### config.mk
export PLATFORM = sky130hd
export DESIGN_NAME = floppy_drive_bus_event_decoder_core_flat
export DESIGN_NICKNAME = d
export VERILOG_FILES = /design/src/rtl/fdbed_pkg.sv /design/src/rtl/fdbed_if.sv /design/src/rtl/fdbed_div.sv /design/src/rtl/floppy_drive_bus_event_decoder_core.sv /design/src/flat_wrapper.sv
export SDC_FILE = /design/constraint.sdc
export NUM_CORES = 1
export LEC_CHECK = 0
export BUFFER_PORTS_ARGS = -buffer_cell sky130_fd_sc_hd__buf_2
export CORE_AREA = 2 2 265 319
export DETAILED_ROUTE_END_ITERATION = 10
export DIE_AREA = 0 0 267 321
export GPL_TIMING_DRIVEN = 0
export HOLD_SLACK_MARGIN = 0.02
export PLACE_DENSITY_LB_ADDON = 0.08
export SLEW_MARGIN = 15
export SYNTH_ARGS = -nofsm -noshare
export SYNTH_HDL_FRONTEND = slang
export SYNTH_SLANG_ARGS = --single-unit
### constraint.sdc
create_clock -name i_clk -period 6 [get_ports i_clk]
set_input_delay 0.6 -clock i_clk [delete_from_list [all_inputs] [get_ports i_clk]]
set_output_delay 0.6 -clock i_clk [all_outputs]
set_load 0.05 [all_outputs]
### src/rtl/fdbed_pkg.sv
`default_nettype none
package fdbed_pkg;
    localparam int SectorSlots = 32;
    localparam logic [12:0] AdrHdrTrk = 13'h0018;
    localparam logic [12:0] AdrHdrSec = 13'h0019;
    localparam logic [12:0] AdrHdrChk = 13'h001A;
    localparam logic [12:0] AdrHdrId1 = 13'h0017;
    localparam logic [12:0] AdrHdrId2 = 13'h0016;
    localparam logic [12:0] AdrStatus = 13'h0020;
    localparam logic [12:0] AdrTarget = 13'h0022;
    localparam logic [12:0] AdrProtect = 13'h001E;
    localparam logic [28:0] RpmNumer = 29'd375000000;
    localparam logic [13:0] TicksPerRev = 14'd12500;
    localparam logic [15:0] RpmMin = 16'd28000;
    localparam logic [15:0] RpmMax = 16'd32000;
    localparam logic [15:0] MinInterval = 16'd10000;
    // interval bounds where the rounded revolution count steps up
    localparam logic [15:0] RevEdge1 = 16'(int'(TicksPerRev) * 3 / 2);
    localparam logic [15:0] RevEdge2 = 16'(int'(TicksPerRev) * 5 / 2);
    localparam logic [15:0] RevEdge3 = 16'(int'(TicksPerRev) * 7 / 2);
    localparam logic [15:0] RevEdge4 = 16'(int'(TicksPerRev) * 9 / 2);

    typedef enum logic [2:0] {
        EV_NONE = 3'd0, EV_MOTOR = 3'd1, EV_PHASE = 3'd2, EV_TARGET = 3'd3,
        EV_PROTECT = 3'd4, EV_DENSITY = 3'd5, EV_HEADER = 3'd6, EV_RPM = 3'd7
    } t_kind;

    typedef enum logic [2:0] {
        ST_IDLE, ST_DECODE, ST_DIV, ST_CHECK, ST_EMIT
    } t_state;

    typedef struct packed {
        logic       start;
        logic [34:0] numer;
        logic [15:0] denom;
    } t_div_req;

    typedef struct packed {
        logic        done;
        logic [34:0] quot;
    } t_div_rsp;
endpackage
`default_nettype wire

### src/rtl/fdbed_if.sv
`default_nettype none
interface fdbed_in_if;
    logic        valid;
    logic        ready;
    logic [31:0] bus_snapshot;
    logic [15:0] time_ticks;
    modport source (output valid, bus_snapshot, time_ticks, input ready);
    modport sink (input valid, bus_snapshot, time_ticks, output ready);
endinterface

interface fdbed_out_if;
    logic        valid;
    logic        ready;
    logic [2:0]  event_kind;
    logic [27:0] event_payload;
    logic        last_of_run;
    logic [7:0]  head_half_track;
    logic        position_known;
    logic        head_stepping;
    logic [7:0]  target_track_out;
    logic        target_known;
    modport source (output valid, event_kind, event_payload, last_of_run, head_half_track,
        position_known, head_stepping, target_track_out, target_known, input ready);
    modport sink (input valid, event_kind, event_payload, last_of_run, head_half_track,
        position_known, head_stepping, target_track_out, target_known, output ready);
endinterface
`default_nettype wire

### src/rtl/fdbed_div.sv
`default_nettype none
module fdbed_div (
    input  wire                 i_clk,
    input  wire                 i_rst_n,
    input  fdbed_pkg::t_div_req i_req,
    output fdbed_pkg::t_div_rsp o_rsp
);
    // restoring divide, one quotient bit per cycle
    logic [34:0] r_quot, n_quot;
    logic [15:0] r_rem, n_rem;
    logic [15:0] r_den, n_den;
    logic [5:0]  r_cnt, n_cnt;
    logic        r_busy, n_busy, r_done, n_done;
    logic [16:0] w_sh;

    always_comb begin
        n_quot = r_quot;
        n_rem = r_rem;
        n_den = r_den;
        n_cnt = r_cnt;
        n_busy = r_busy;
        n_done = 1'b0;
        w_sh = {r_rem, r_quot[34]};
        if (i_req.start) begin
            n_quot = i_req.numer;
            n_rem = '0;
            n_den = i_req.denom;
            n_cnt = 6'd35;
            n_busy = 1'b1;
        end else if (r_busy) begin
            if (w_sh >= {1'b0, r_den}) begin
                n_rem = 16'(w_sh - {1'b0, r_den});
                n_quot = {r_quot[33:0], 1'b1};
            end else begin
                n_rem = w_sh[15:0];
                n_quot = {r_quot[33:0], 1'b0};
            end
            n_cnt = r_cnt - 6'd1;
            if (r_cnt == 6'd1) begin
                n_busy = 1'b0;
                n_done = 1'b1;
            end
        end
    end

    always_ff @(posedge i_clk) begin
        r_quot <= n_quot;
        r_rem <= n_rem;
        r_den <= n_den;
        r_cnt <= n_cnt;
        if (!i_rst_n) begin
            r_busy <= 1'b0;
            r_done <= 1'b0;
        end else begin
            r_busy <= n_busy;
            r_done <= n_done;
        end
    end

    assign o_rsp.done = r_done;
    assign o_rsp.quot = r_quot;
endmodule
`default_nettype wire

### src/rtl/floppy_drive_bus_event_decoder_core.sv
// flow: an input beat is captured, decoded and checked, then emitted as a run;
//   a repeated sector runs the rpm divide and is checked again before the emit
// throughput: one input beat per run of 1 to 3 result beats, a beat per ready cycle
// input ready again in the cycle after the last result beat of the run
// reset: synchronous active low, clears control state and the sector seen bits
`default_nettype none
module floppy_drive_bus_event_decoder_core (
    input wire i_clk,
    input wire i_rst_n,
    fdbed_in_if.sink    i_in,
    fdbed_out_if.source o_out
);
    fdbed_pkg::t_state r_state, n_state;
    logic [31:0] r_snap;
    logic [15:0] r_now;

    logic r_motor_seen, r_motor_level, r_phase_seen, r_density_seen, r_protect_seen;
    logic r_protect_level, r_target_valid, r_anchor_valid, r_seek_busy;
    logic [1:0] r_phase_value, r_density_value;
    logic [7:0] r_target_track, r_half_track_pos, r_header_track, r_header_sector;
    logic [2:0] r_header_stage;
    logic [15:0] r_header_time;
    logic [fdbed_pkg::SectorSlots-1:0] r_seen;
    logic [15:0] r_sec_time [fdbed_pkg::SectorSlots];

    logic [2:0]  r_kind [3];
    logic [27:0] r_pay [3];
    logic [1:0]  r_n, r_idx;
    logic        r_div_phase;
    logic [15:0] r_dt;
    logic [2:0]  r_revs;
    logic [15:0] r_sec_rd;
    logic        r_rpm_go;

    fdbed_pkg::t_div_req w_req;
    fdbed_pkg::t_div_rsp w_rsp;

    fdbed_div u_div (.i_clk(i_clk), .i_rst_n(i_rst_n), .i_req(w_req), .o_rsp(w_rsp));

    logic [7:0]  w_d;
    logic [12:0] w_adr;
    logic        w_port, w_ram;

    always_comb begin
        w_d = {r_snap[4], r_snap[3], r_snap[2], r_snap[1], r_snap[0],
               r_snap[5], r_snap[6], r_snap[7]};
        for (int i = 0; i < 11; i++) w_adr[i] = r_snap[23 - i];
        w_adr[11] = r_snap[11];
        w_adr[12] = r_snap[12];
        w_port = !r_snap[25];
        w_ram = r_snap[25];
    end

    assign i_in.ready = (r_state == fdbed_pkg::ST_IDLE);

    always_comb begin
        n_state = r_state;
        unique case (r_state)
            fdbed_pkg::ST_IDLE: if (i_in.valid) n_state = fdbed_pkg::ST_DECODE;
            fdbed_pkg::ST_DECODE: n_state = fdbed_pkg::ST_CHECK;
            fdbed_pkg::ST_DIV: if (w_rsp.done) n_state = fdbed_pkg::ST_CHECK;
            fdbed_pkg::ST_CHECK: n_state = (!r_div_phase && r_rpm_go) ? fdbed_pkg::ST_DIV
                                                                       : fdbed_pkg::ST_EMIT;
            fdbed_pkg::ST_EMIT:
                if (o_out.ready && r_idx == r_n - 2'd1) n_state = fdbed_pkg::ST_IDLE;
            default: n_state = fdbed_pkg::ST_IDLE;
        endcase
    end

    // rpm*100 = (numer * revs + dt / 2) / dt
    always_comb begin
        w_req.start = 1'b0;
        w_req.numer = '0;
        w_req.denom = 16'd1;
        if (r_state == fdbed_pkg::ST_CHECK && !r_div_phase && r_rpm_go) begin
            w_req.start = 1'b1;
            w_req.numer = 35'(fdbed_pkg::RpmNumer) * 35'(r_revs) + 35'(r_dt[15:1]);
            w_req.denom = r_dt;
        end
    end

    always_ff @(posedge i_clk) begin
        if (!i_rst_n) begin
            r_state <= fdbed_pkg::ST_IDLE;
            r_motor_seen <= 1'b0; r_motor_level <= 1'b0;
            r_phase_seen <= 1'b0; r_phase_value <= 2'd0;
            r_density_seen <= 1'b0; r_density_value <= 2'd2;
            r_protect_seen <= 1'b0; r_protect_level <= 1'b0;
            r_target_valid <= 1'b0; r_target_track <= 8'd0;
            r_anchor_valid <= 1'b0; r_half_track_pos <= 8'd0;
            r_seek_busy <= 1'b0; r_header_stage <= 3'd0;
            r_header_track <= 8'd0; r_header_sector <= 8'd0;
            r_header_time <= 16'd0; r_seen <= '0;
            r_rpm_go <= 1'b0; r_n <= 2'd0; r_idx <= 2'd0; r_div_phase <= 1'b0;
        end else begin
            r_state <= n_state;
            unique case (r_state)
                fdbed_pkg::ST_IDLE: begin
                    if (i_in.valid) begin
                        r_snap <= i_in.bus_snapshot;
                        r_now <= i_in.time_ticks;
                        r_idx <= 2'd0;
                        r_div_phase <= 1'b0;
                        r_rpm_go <= 1'b0;
                    end
                end
                fdbed_pkg::ST_DECODE: begin : dec
                    logic [2:0] n;
                    logic mot;
                    logic [1:0] ph, den, delta;
                    logic clr;
                    logic [7:0] pos;
                    logic anc;
                    logic [15:0] dt;
                    logic [8:0] p2;
                    logic go;
                    logic [2:0] rv;
                    n = 3'd0; clr = 1'b0; go = 1'b0;
                    mot = w_d[2]; ph = w_d[1:0]; den = w_d[6:5];
                    delta = ph - r_phase_value;
                    pos = r_half_track_pos; anc = r_anchor_valid;
                    dt = 16'd0;
                    if (w_port && w_adr[3:0] == 4'd0) begin
                        if (!r_motor_seen || mot != r_motor_level) begin
                            r_motor_seen <= 1'b1;
                            r_motor_level <= mot;
                            r_kind[n[1:0]] <= fdbed_pkg::EV_MOTOR;
                            r_pay[n[1:0]] <= 28'(mot);
                            n = n + 3'd1;
                            if (r_motor_seen && !mot) clr = 1'b1;
                        end
                        if (!r_phase_seen) begin
                            r_phase_seen <= 1'b1;
                            r_phase_value <= ph;
                        end else if (ph != r_phase_value) begin
                            clr = 1'b1;
                            r_phase_value <= ph;
                            r_kind[n[1:0]] <= fdbed_pkg::EV_PHASE;
                            r_pay[n[1:0]] <= 28'({mot, delta, ph, r_phase_value});
                            n = n + 3'd1;
                            if (anc) begin
                                if (delta == 2'd1) begin
                                    if (pos < 8'd254) pos = pos + 8'd1;
                                end else if (delta == 2'd3) begin
                                    pos = (pos > 8'd2) ? pos - 8'd1 : 8'd2;
                                end
                            end
                        end
                        if (!r_density_seen || den != r_density_value) begin
                            r_density_seen <= 1'b1;
                            r_density_value <= den;
                            r_kind[n[1:0]] <= fdbed_pkg::EV_DENSITY;
                            r_pay[n[1:0]] <= 28'(den);
                            n = n + 3'd1;
                        end
                    end
                    if (clr) r_seen <= '0;
                    if (w_ram && w_adr == fdbed_pkg::AdrHdrTrk) begin
                        r_header_track <= w_d;
                        r_header_stage <= 3'd1;
                    end else if (w_ram && w_adr == fdbed_pkg::AdrHdrSec) begin
                        if (r_header_stage == 3'd1) begin
                            r_header_sector <= w_d;
                            r_header_time <= r_now;
                            r_header_stage <= 3'd2;
                        end else r_header_stage <= 3'd0;
                    end else if (w_ram && w_adr == fdbed_pkg::AdrHdrChk) begin
                        r_header_stage <= (r_header_stage == 3'd2) ? 3'd3 : 3'd0;
                    end else if (w_ram && w_adr == fdbed_pkg::AdrHdrId1) begin
                        r_header_stage <= (r_header_stage == 3'd3) ? 3'd4 : 3'd0;
                    end else if (w_ram && w_adr == fdbed_pkg::AdrHdrId2) begin
                        if (r_header_stage == 3'd4 && r_header_track >= 8'd1 &&
                            r_header_track <= 8'd127 && r_header_sector < 8'd32) begin
                            r_kind[n[1:0]] <= fdbed_pkg::EV_HEADER;
                            r_pay[n[1:0]] <= {r_header_track[6:0], r_header_sector[4:0],
                                              r_header_time};
                            n = n + 3'd1;
                            dt = r_header_time - r_sec_rd;
                            // round the interval to whole revolutions
                            if (dt < fdbed_pkg::RevEdge1) rv = 3'd1;
                            else if (dt < fdbed_pkg::RevEdge2) rv = 3'd2;
                            else if (dt < fdbed_pkg::RevEdge3) rv = 3'd3;
                            else rv = 3'd4;
                            r_dt <= dt;
                            r_revs <= rv;
                            if (r_seen[r_header_sector[4:0]] && dt >= fdbed_pkg::MinInterval &&
                                dt < fdbed_pkg::RevEdge4)
                                go = 1'b1;
                            r_seen[r_header_sector[4:0]] <= 1'b1;
                            r_sec_time[r_header_sector[4:0]] <= r_header_time;
                        end
                        r_header_stage <= 3'd0;
                    end
                    if (w_ram && w_adr == fdbed_pkg::AdrStatus) begin
                        r_seek_busy <= w_d[6];
                        if (r_seek_busy && !w_d[6] && r_target_valid &&
                            r_target_track >= 8'd1 && r_target_track <= 8'd127) begin
                            p2 = {r_target_track, 1'b0};
                            pos = (p2 > 9'd254) ? 8'd254 : p2[7:0];
                            anc = 1'b1;
                        end
                    end
                    if (w_ram && w_adr == fdbed_pkg::AdrTarget) begin
                        r_target_track <= w_d;
                        r_target_valid <= 1'b1;
                        r_kind[n[1:0]] <= fdbed_pkg::EV_TARGET;
                        r_pay[n[1:0]] <= 28'(w_d);
                        n = n + 3'd1;
                        if (w_d == 8'd1) begin
                            pos = 8'd2; anc = 1'b1;
                        end else if (!anc && !r_seek_busy && w_d >= 8'd1 &&
                                     w_d <= 8'd127) begin
                            p2 = {w_d, 1'b0};
                            pos = (p2 > 9'd254) ? 8'd254 : p2[7:0];
                            anc = 1'b1;
                        end
                    end
                    if (w_ram && w_adr == fdbed_pkg::AdrProtect) begin
                        if (!r_protect_seen || w_d[4] != r_protect_level) begin
                            r_protect_seen <= 1'b1;
                            r_protect_level <= w_d[4];
                            r_kind[n[1:0]] <= fdbed_pkg::EV_PROTECT;
                            r_pay[n[1:0]] <= 28'(w_d[4]);
                            n = n + 3'd1;
                        end
                    end
                    if (n == 3'd0) begin
                        r_kind[0] <= fdbed_pkg::EV_NONE;
                        r_pay[0] <= '0;
                        n = 3'd1;
                    end
                    r_n <= n[1:0];
                    r_rpm_go <= go;
                    r_half_track_pos <= pos;
                    r_anchor_valid <= anc;
                end
                fdbed_pkg::ST_DIV: ;
                fdbed_pkg::ST_CHECK: begin
                    r_div_phase <= 1'b1;
                    if (r_div_phase && r_rpm_go && w_rsp.quot >= 35'(fdbed_pkg::RpmMin) &&
                        w_rsp.quot <= 35'(fdbed_pkg::RpmMax)) begin
                        r_kind[r_n] <= fdbed_pkg::EV_RPM;
                        r_pay[r_n] <= {r_pay[r_n - 2'd1][27:21], 2'b00, r_revs,
                                       w_rsp.quot[15:0]};
                        r_n <= r_n + 2'd1;
                    end
                end
                fdbed_pkg::ST_EMIT: if (o_out.ready) r_idx <= r_idx + 2'd1;
                default: ;
            endcase
        end
    end

    always_ff @(posedge i_clk) begin
        r_sec_rd <= r_sec_time[r_header_sector[4:0]];
    end

    assign o_out.valid = (r_state == fdbed_pkg::ST_EMIT);
    assign o_out.event_kind = r_kind[r_idx];
    assign o_out.event_payload = r_pay[r_idx];
    assign o_out.last_of_run = (r_idx == r_n - 2'd1);
    assign o_out.head_half_track = r_half_track_pos;
    assign o_out.position_known = r_anchor_valid;
    assign o_out.head_stepping = r_seek_busy;
    assign o_out.target_track_out = r_target_track;
    assign o_out.target_known = r_target_valid;
endmodule
`default_nettype wire

### src/flat_wrapper.sv
// flat-port wrapper written by rule: the top's interface ports become plain ports
module floppy_drive_bus_event_decoder_core_flat 
  (i_clk, i_rst_n, i_in_valid, i_in_bus_snapshot, i_in_time_ticks, i_in_ready, o_out_valid, o_out_event_kind, o_out_event_payload, o_out_last_of_run, o_out_head_half_track, o_out_position_known, o_out_head_stepping, o_out_target_track_out, o_out_target_known, o_out_ready);
  fdbed_in_if i_in_i ();
  fdbed_out_if o_out_i ();
  input wire i_clk;
  input wire i_rst_n;
  input wire logic [$bits(i_in_i.valid)-1:0] i_in_valid;
  input wire logic [$bits(i_in_i.bus_snapshot)-1:0] i_in_bus_snapshot;
  input wire logic [$bits(i_in_i.time_ticks)-1:0] i_in_time_ticks;
  output wire logic [$bits(i_in_i.ready)-1:0] i_in_ready;
  output wire logic [$bits(o_out_i.valid)-1:0] o_out_valid;
  output wire logic [$bits(o_out_i.event_kind)-1:0] o_out_event_kind;
  output wire logic [$bits(o_out_i.event_payload)-1:0] o_out_event_payload;
  output wire logic [$bits(o_out_i.last_of_run)-1:0] o_out_last_of_run;
  output wire logic [$bits(o_out_i.head_half_track)-1:0] o_out_head_half_track;
  output wire logic [$bits(o_out_i.position_known)-1:0] o_out_position_known;
  output wire logic [$bits(o_out_i.head_stepping)-1:0] o_out_head_stepping;
  output wire logic [$bits(o_out_i.target_track_out)-1:0] o_out_target_track_out;
  output wire logic [$bits(o_out_i.target_known)-1:0] o_out_target_known;
  input wire logic [$bits(o_out_i.ready)-1:0] o_out_ready;
  assign i_in_i.valid = i_in_valid;
  assign i_in_i.bus_snapshot = i_in_bus_snapshot;
  assign i_in_i.time_ticks = i_in_time_ticks;
  assign i_in_ready = i_in_i.ready;
  assign o_out_valid = o_out_i.valid;
  assign o_out_event_kind = o_out_i.event_kind;
  assign o_out_event_payload = o_out_i.event_payload;
  assign o_out_last_of_run = o_out_i.last_of_run;
  assign o_out_head_half_track = o_out_i.head_half_track;
  assign o_out_position_known = o_out_i.position_known;
  assign o_out_head_stepping = o_out_i.head_stepping;
  assign o_out_target_track_out = o_out_i.target_track_out;
  assign o_out_target_known = o_out_i.target_known;
  assign o_out_i.ready = o_out_ready;
  floppy_drive_bus_event_decoder_core u_core (.i_clk(i_clk), .i_rst_n(i_rst_n), .i_in(i_in_i), .o_out(o_out_i));
endmodule
==> impl_metrics.tcl, run 1 <==
set metrics [dict create \
    outcome "finished clean" \
    fin_crit_sh_pct 79.1 \
    fin_skew_ps 27.4 \
    ys.flop_type "edfxtp_1" \
    routedWlPerCell_um 27.1 \
    overflow 0 \
    avgViaCountPerCell 5.89 \
    gr-usage-met2_pct 45.8 \
    grt_use_met1_pct 32.7 \
    met3_usage_pct 3.27 \
    fp.dieH_um 321 \
    crit_required_ps 6280 \
    worstPathMaxFanout 25 \
    die_area_sq_um 85700 \
    grt_max_degree 37 \
    maxSlewViolCount 0 \
    dpl_worst_slack_ps 1180 \
    syn_avg_cell_area_sq_um 13.7 \
    setup_viol 0 \
    final_area_sq_um 42400 \
    syn_area_sq_um 36800 \
    ant_nets 0 \
    clk_pin_slew_ps 60 \
    cts_setup_buffers 0 \
    cts_tree "built" \
    path_cells "nor4_2 > nand4_1 > nor3_2 > inv_1 > nor2_4 > nand3_1 > nor2_4" \
    final_layout_size_suffix_gt1_share_pct 16.9 \
    yosys_warnings 0 \
    rows 116 \
    first_global_vias 24153 \
    nNetsFinal 3031 \
    hp-class "primary input to flip-flop" \
    finalHoldViolCount 0 \
    worst_slack_ps 1260 \
    syn-instance-count 2687 \
    synth.area.top_cells "edfxtp_1, dfxtp_1, mux4_2" \
    synth_nets 2811 \
    cts_resized 0 \
    drt_iter0_markers 2169 \
    tns_ps 0 \
    place_congestion 0.893 \
    cts_sinks 860 \
    yosys_register_bits 860 \
    leakagePower_nw 14.9 \
    path_common_cell "nor2_4" \
    drc 0 \
    end_kind "flip-flop" \
    synth_edf_count 626 \
    dpl_cell_area_sq_um 39600 \
    slew_headroom_pct 11.3 \
    drv_cap 0 \
    synthDominantCellAreaShare_pct 51.1 \
    dieWidth_um 267 \
    drt_pass1_iterations 5 \
    worst-setup-path-type "flip-flop to flip-flop" \
    antenna_found_initial 3 \
    worst_slew_pin_slew_ps 1320 \
    cp-start-kind "flip-flop" \
    clock-root-buffer "clkbuf_16" \
    layout_min_cycle_time_ps 4740 \
    io_pins 105 \
    cts_buffers 90 \
    vdd_drop_max_uv 238 \
    critPathBufInv 1 \
    wl_mm 111 \
    clk_path_buf_depth 3 \
    cp_top_family "simple AND/OR/NAND/NOR gates" \
    yosysUniqueCellTypes 85 \
    htree_num_levels 3 \
    vias 24161 \
    p_per_area_nw_per_um2 297 \
    cp_slowest_cell "nor2_4" \
    core-area_sq_um 82900 \
    cts_hold_buf 0 \
    grt_usage_pct 26.0 \
    p_total_mw 12.6 \
    hpwl_mm 77.4 \
    critPathMaxStageDelay_ps 870 \
    start_util_pct 44.4 \
    grt_pass1_wl_mm 162 \
    fillCellCount 7104 \
    fmax_mhz 211 \
    syn2layout_area_growth_pct 15.4 \
    synthArstFlopShare_pct 0 \
    rsz0062_at_grt "no" \
    clock_latency_ps 670 \
    io_buffers 94 \
    synth-seq-area-share_pct 63.8 \
    whs_ps 120 \
    yosysTopAreaCell "edfxtp_1" \
    cp.arrival_ps 5020 \
    top_usage_layer "met2" \
]
cells by family after synthesis:
kind of cell               count (synthesis)  share of synthesized area [%]
AOI/OAI and AO/OA                        534                           9.65
xor gates and xnor gates                  54                           1.34
adders and majority gates                 72                           2.61
buffers and inverters                    221                           2.32
DFF                                      860                           63.8
muxes                                    219                           10.6
and+or+nand+nor                          727                           9.65
cells in the mapped netlist (11+ instances only):
library cell,number
edfxtp_1,626
dfxtp_1,234
nor2_1,193
nand2_1,191
mux4_2,136
o21ai_0,119
clkbuf_1,112
a21oi_1,105
a22oi_1,89
mux2i_1,80
nor2b_1,72
inv_1,71
nand3_1,65
ha_1,64
a21o_1,55
and3_1,38
nor3_1,34
nand4_1,31
xnor2_1,30
a211oi_1,27
xor2_1,22
buf_1,19
and2_1,18
buf_2,17
nand2b_1,17
o22ai_1,14
a31oi_1,13
o21bai_1,13
o31ai_1,13
nor4_1,12
o21a_1,12
or2_2,11
path summary, 6_finish.rpt:
path / startpoint / end / slack, ps / depth (start not counted)
min: i_in_time_ticks[10] / u_core.r_now[10] / 120 / 1
min reg2reg: u_core.r_pay[1][19] / u_core.r_pay[1][19] / 440 / 2
max: u_core.r_snap[15] / u_core.r_sec_time[31][11] / 1260 / 7
max reg2reg: u_core.r_snap[15] / u_core.r_sec_time[31][11] / 1260 / 7
sequential cells by signal, summed over array words and instances, names as in the netlist, 8 cells and up, named ones only:
signal / count
u_core.o_out.head_half_track: 8
u_core.o_out.target_track_out: 8
u_core.r_dt: 16
u_core.r_header_sector: 8
u_core.r_header_time: 16
u_core.r_header_track: 8
u_core.r_kind: 9
u_core.r_now: 16
u_core.r_pay: 84
u_core.r_sec_rd: 16
u_core.r_sec_time: 512
u_core.r_seen: 32
u_core.r_snap: 22
u_core.u_div.r_den: 16
u_core.u_div.r_quot: 35
u_core.u_div.r_rem: 16
placed cells by master, fill, tap and decap left out, drive strengths merged, types with 15 or more instances in the layout:
master	n
nor2	194
o21ai	121
edfxtp	626
dfxtp	234
clkinv	47
inv	76
and3	38
mux2i	80
buf	163
nand4	31
mux4	136
clkbuf	222
and2	19
nand2b	17
a211oi	28
nor3	36
a22oi	89
nand3	65
a21oi	106
xor2	22
nor2b	72
a21o	55
ha	64
nand2	191
nor4	15
xnor2	31
where the power goes:
group / switching (mW) / leakage [nW] / internal (mW)
sequential: 0.0642 / 7.65 / 6.39
clock: 2.38 / 1.42 / 3.10
combinational: 0.480 / 5.87 / 0.187
total: 2.92 / 14.9 / 9.67
per-layer routing:
| layer | wire length, um | vias up |
|---|---|---|
| met1 | 44600 | 12411 |
| met5 | 0 | - |
| met2 | 56400 | 839 |
| met4 | 4120 | 0 |
| met3 | 5850 | 177 |
| li1 | - | 10734 |
area by class of cell:
type	count	area [sq um]	area share, %
plain buffers	149	591	1.39
repair buffers	128	1090	2.56
flip-flops and latches	860	23500	55.4
clock inverters	58	509	1.20
diodes	1	2.50	0.00590
inverters	72	270	0.637
well taps	1121	1400	3.30
multi-input cells	1606	12700	29.9
clock buffers	108	2370	5.59
per-stage QoR:
stage / instances / util (%)
finish: 4103 / 51.2
global route: 4102 / 51.2
CTS: 4102 / 51.2
detailed placement: 3936 / 47.7
global placement: 3902 / 46.7
floorplan: 2687 / -
Note: power is estimated with default switching activity, not from simulation.
==> inputs of run 2 (changes only) <==
--- a/config.mk
+++ b/config.mk
@@ -5,10 +5,11 @@
 export SDC_FILE = /design/constraint.sdc
 export NUM_CORES = 1
 export LEC_CHECK = 0
+export ABC_AREA = 1
 export BUFFER_PORTS_ARGS = -buffer_cell sky130_fd_sc_hd__buf_2
-export CORE_AREA = 2 2 265 319
+export CORE_AREA = 2 2 266 320
 export DETAILED_ROUTE_END_ITERATION = 10
-export DIE_AREA = 0 0 267 321
+export DIE_AREA = 0 0 268 322
 export GPL_TIMING_DRIVEN = 0
 export HOLD_SLACK_MARGIN = 0.02
 export PLACE_DENSITY_LB_ADDON = 0.08
==> constraint.sdc (replaced) <==
create_clock -name i_clk -period 4.8 [get_ports i_clk]
set_input_delay 0.48 -clock i_clk [delete_from_list [all_inputs] [get_ports i_clk]]
set_output_delay 0.48 -clock i_clk [all_outputs]
set_load 0.05 [all_outputs]
==> impl_metrics.tcl, run 2 <==
set metrics [dict create \
    fin_skew_ps 40.0 \
    largest_reg_flops 512 \
    yosys_warnings 0 \
    grt_pass1_wl_mm 175 \
    worstPathMaxFanout 10 \
    final_layout_size_suffix_gt1_share_pct 12.3 \
    hpwl_mm 85.0 \
    final_cell_mix "edfxtp_1, nand2_1, inv_1" \
    synth-seq-area-share_pct 63.3 \
    final_common_cell "edfxtp_1" \
    grt_max_degree 38 \
    leakagePower_nw 17.1 \
    syn2layout_area_growth_pct 16.3 \
    drt_pass1_iterations 6 \
    slew_headroom_pct 12.6 \
    clk_pin_slew_ps 60 \
    synth_common_cells "edfxtp_1, nand2_1, inv_1" \
    die_area_sq_um 86300 \
    core-area_sq_um 83200 \
    fin_crit_sh_pct 91.7 \
    grt_usage_pct 27.3 \
    finalHoldViolCount 0 \
    nNetsFinal 3797 \
    cts_tree "built" \
    layout_min_cycle_time_ps 4400 \
    cp.arrival_ps 4930 \
    antenna_found_initial 1 \
    end_kind "flip-flop" \
    drv_cap 0 \
    synth_nets 3533 \
    clock-root-buffer "clkbuf_16" \
    rows 116 \
    start_util_pct 44.6 \
    yosysUniqueCellTypes 65 \
    antenna_cells 0 \
    setup_viol 0 \
    critPathMaxStageDelay_ps 410 \
    dieWidth_um 268 \
    first_global_vias 27522 \
    vdd_drop_max_uv 352 \
    wl_mm 119 \
    cp-start-kind "flip-flop" \
    synth_edf_count 626 \
    syn_avg_cell_area_sq_um 10.9 \
    hp-class "primary input to flip-flop" \
    ys.flop_type "edfxtp_1" \
    synth.area.top_cells "edfxtp_1, dfxtp_1, a22oi_1" \
    fin_util_pct 51.9 \
    fp.dieH_um 322 \
    post-synth-top-count-cell "edfxtp_1" \
    rsz0062_at_grt "no" \
    vias 28167 \
    crit_required_ps 5330 \
    synthArstFlopShare_pct 0 \
    place_congestion 0.926 \
    io_buffers 93 \
    whs_ps 59.8 \
    avgViaCountPerCell 5.78 \
    drc 0 \
    cts_sinks 860 \
    routedWlPerCell_um 24.4 \
    maxSlewViolCount 0 \
    p_per_area_nw_per_um2 397 \
    worst_slew_pin_slew_ps 1280 \
    drt_iter0_markers 3211 \
    clk_path_buf_depth 3 \
    worst-setup-path-type "flip-flop to flip-flop" \
    yosysTopAreaCell "edfxtp_1" \
    critPathBufInv 4 \
    overflow 0 \
    cp_slowest_cell "edfxtp_1" \
    synthDominantCellAreaShare_pct 50.7 \
    p_total_mw 17.1 \
    fmax_mhz 227 \
    syn_area_sq_um 37100 \
    cp_top_family "simple AND/OR/NAND/NOR gates" \
    htree_num_levels 3 \
    clock_latency_ps 680 \
    path_common_cell "nand2_1" \
    ant_nets 0 \
    yosys_register_bits 860 \
    syn-instance-count 3409 \
    io_pins 105 \
    cts_buffers 90 \
    outcome "finished clean" \
]
==> run 2: changes by cell type in the layout (fill, tap and decap cells not counted), sizes merged, moves of 64 or more <==
cell   before  now
o21ai     121  204
a21oi     106  308
nand2     191  435
mux2i      80    0
nor2b      72    1
a22oi      89  271
inv        76  363
nor2      194  258
mux4      136    0
==> run 2: cell families (layout without fill, tap and decap cells) <==
family | Yosys count | count (layout) | synth area share [%]
adders and majority gates | 72 | 72 | 2.59
AOI/OAI and AO/OA | 959 | 959 | 16.2
xor gates and xnor gates | 42 | 42 | 0.992
and+or+nand+nor | 967 | 967 | 11.6
buffers and inverters | 509 | 849 | 5.28
DFF | 860 | 860 | 63.3
==> run 2: path summary, 6_finish.rpt <==
path | endpoint | cells after the start | from | slack (ps)
setup / recovery | u_core.r_pay[2][1] | 25 | u_core.r_snap[7] | 400
hold / removal | u_core.r_snap[1] | 1 | i_in_bus_snapshot[1] | 60
setup reg to reg | u_core.r_pay[2][1] | 25 | u_core.r_snap[7] | 400
hold reg to reg | u_core.r_pay[2][15] | 2 | u_core.r_pay[2][15] | 440
==> run 2: final cells by class <==
| class | count | area [sq um] |
|---|---|---|
| fill | 7452 | 40000 |
| sequential | 860 | 23500 |
| multi-input combinational | 2040 | 11800 |
| clock buffer | 120 | 2500 |
| timing repair buffer | 173 | 1490 |
| tap | 1121 | 1400 |
| inverter | 366 | 1380 |
| buffer | 142 | 586 |
| clock inverter | 48 | 459 |
==> run 2: per-layer routing <==
| layer | vias to the layer above | part of all wire, % | track usage, % |
|---|---|---|---|
| met5 | - | 0 | 0 |
| met4 | 0 | 4.3 | 12.0 |
| met3 | 250 | 5.4 | 2.96 |
| met2 | 1075 | 50 | 48.1 |
| met1 | 13968 | 40 | 33.9 |
| li1 | 12874 | - | - |
==> run 2: stage by stage <==
step	instance area, sq um	setup TNS (ps)	setup WS [ps]	cells
after floorplan	37100	0	855	3409
after global placement	39000	-113280	-1670	4623
after detailed placement	39800	-4280	-238	4663
after CTS	43100	0	270	4868
after global routing	43100	0	44.9	4870
final	43100	0	401	4870
==> run 2: power by group <==
part / internal (mW) / switching [mW] / leakage (nW)
clock: 3.96 / 3.03 / 1.45
combinational: 0.483 / 1.38 / 6.89
sequential: 8.11 / 0.152 / 8.79
==> run 2: what timing repair did <==
action,CTS,global route
setup buffers,1,2
pin swaps,0,1
hold endpoints to repair,37,0
setup endpoints to repair,42,14
hold buffers,37,0
resized for setup,0,2
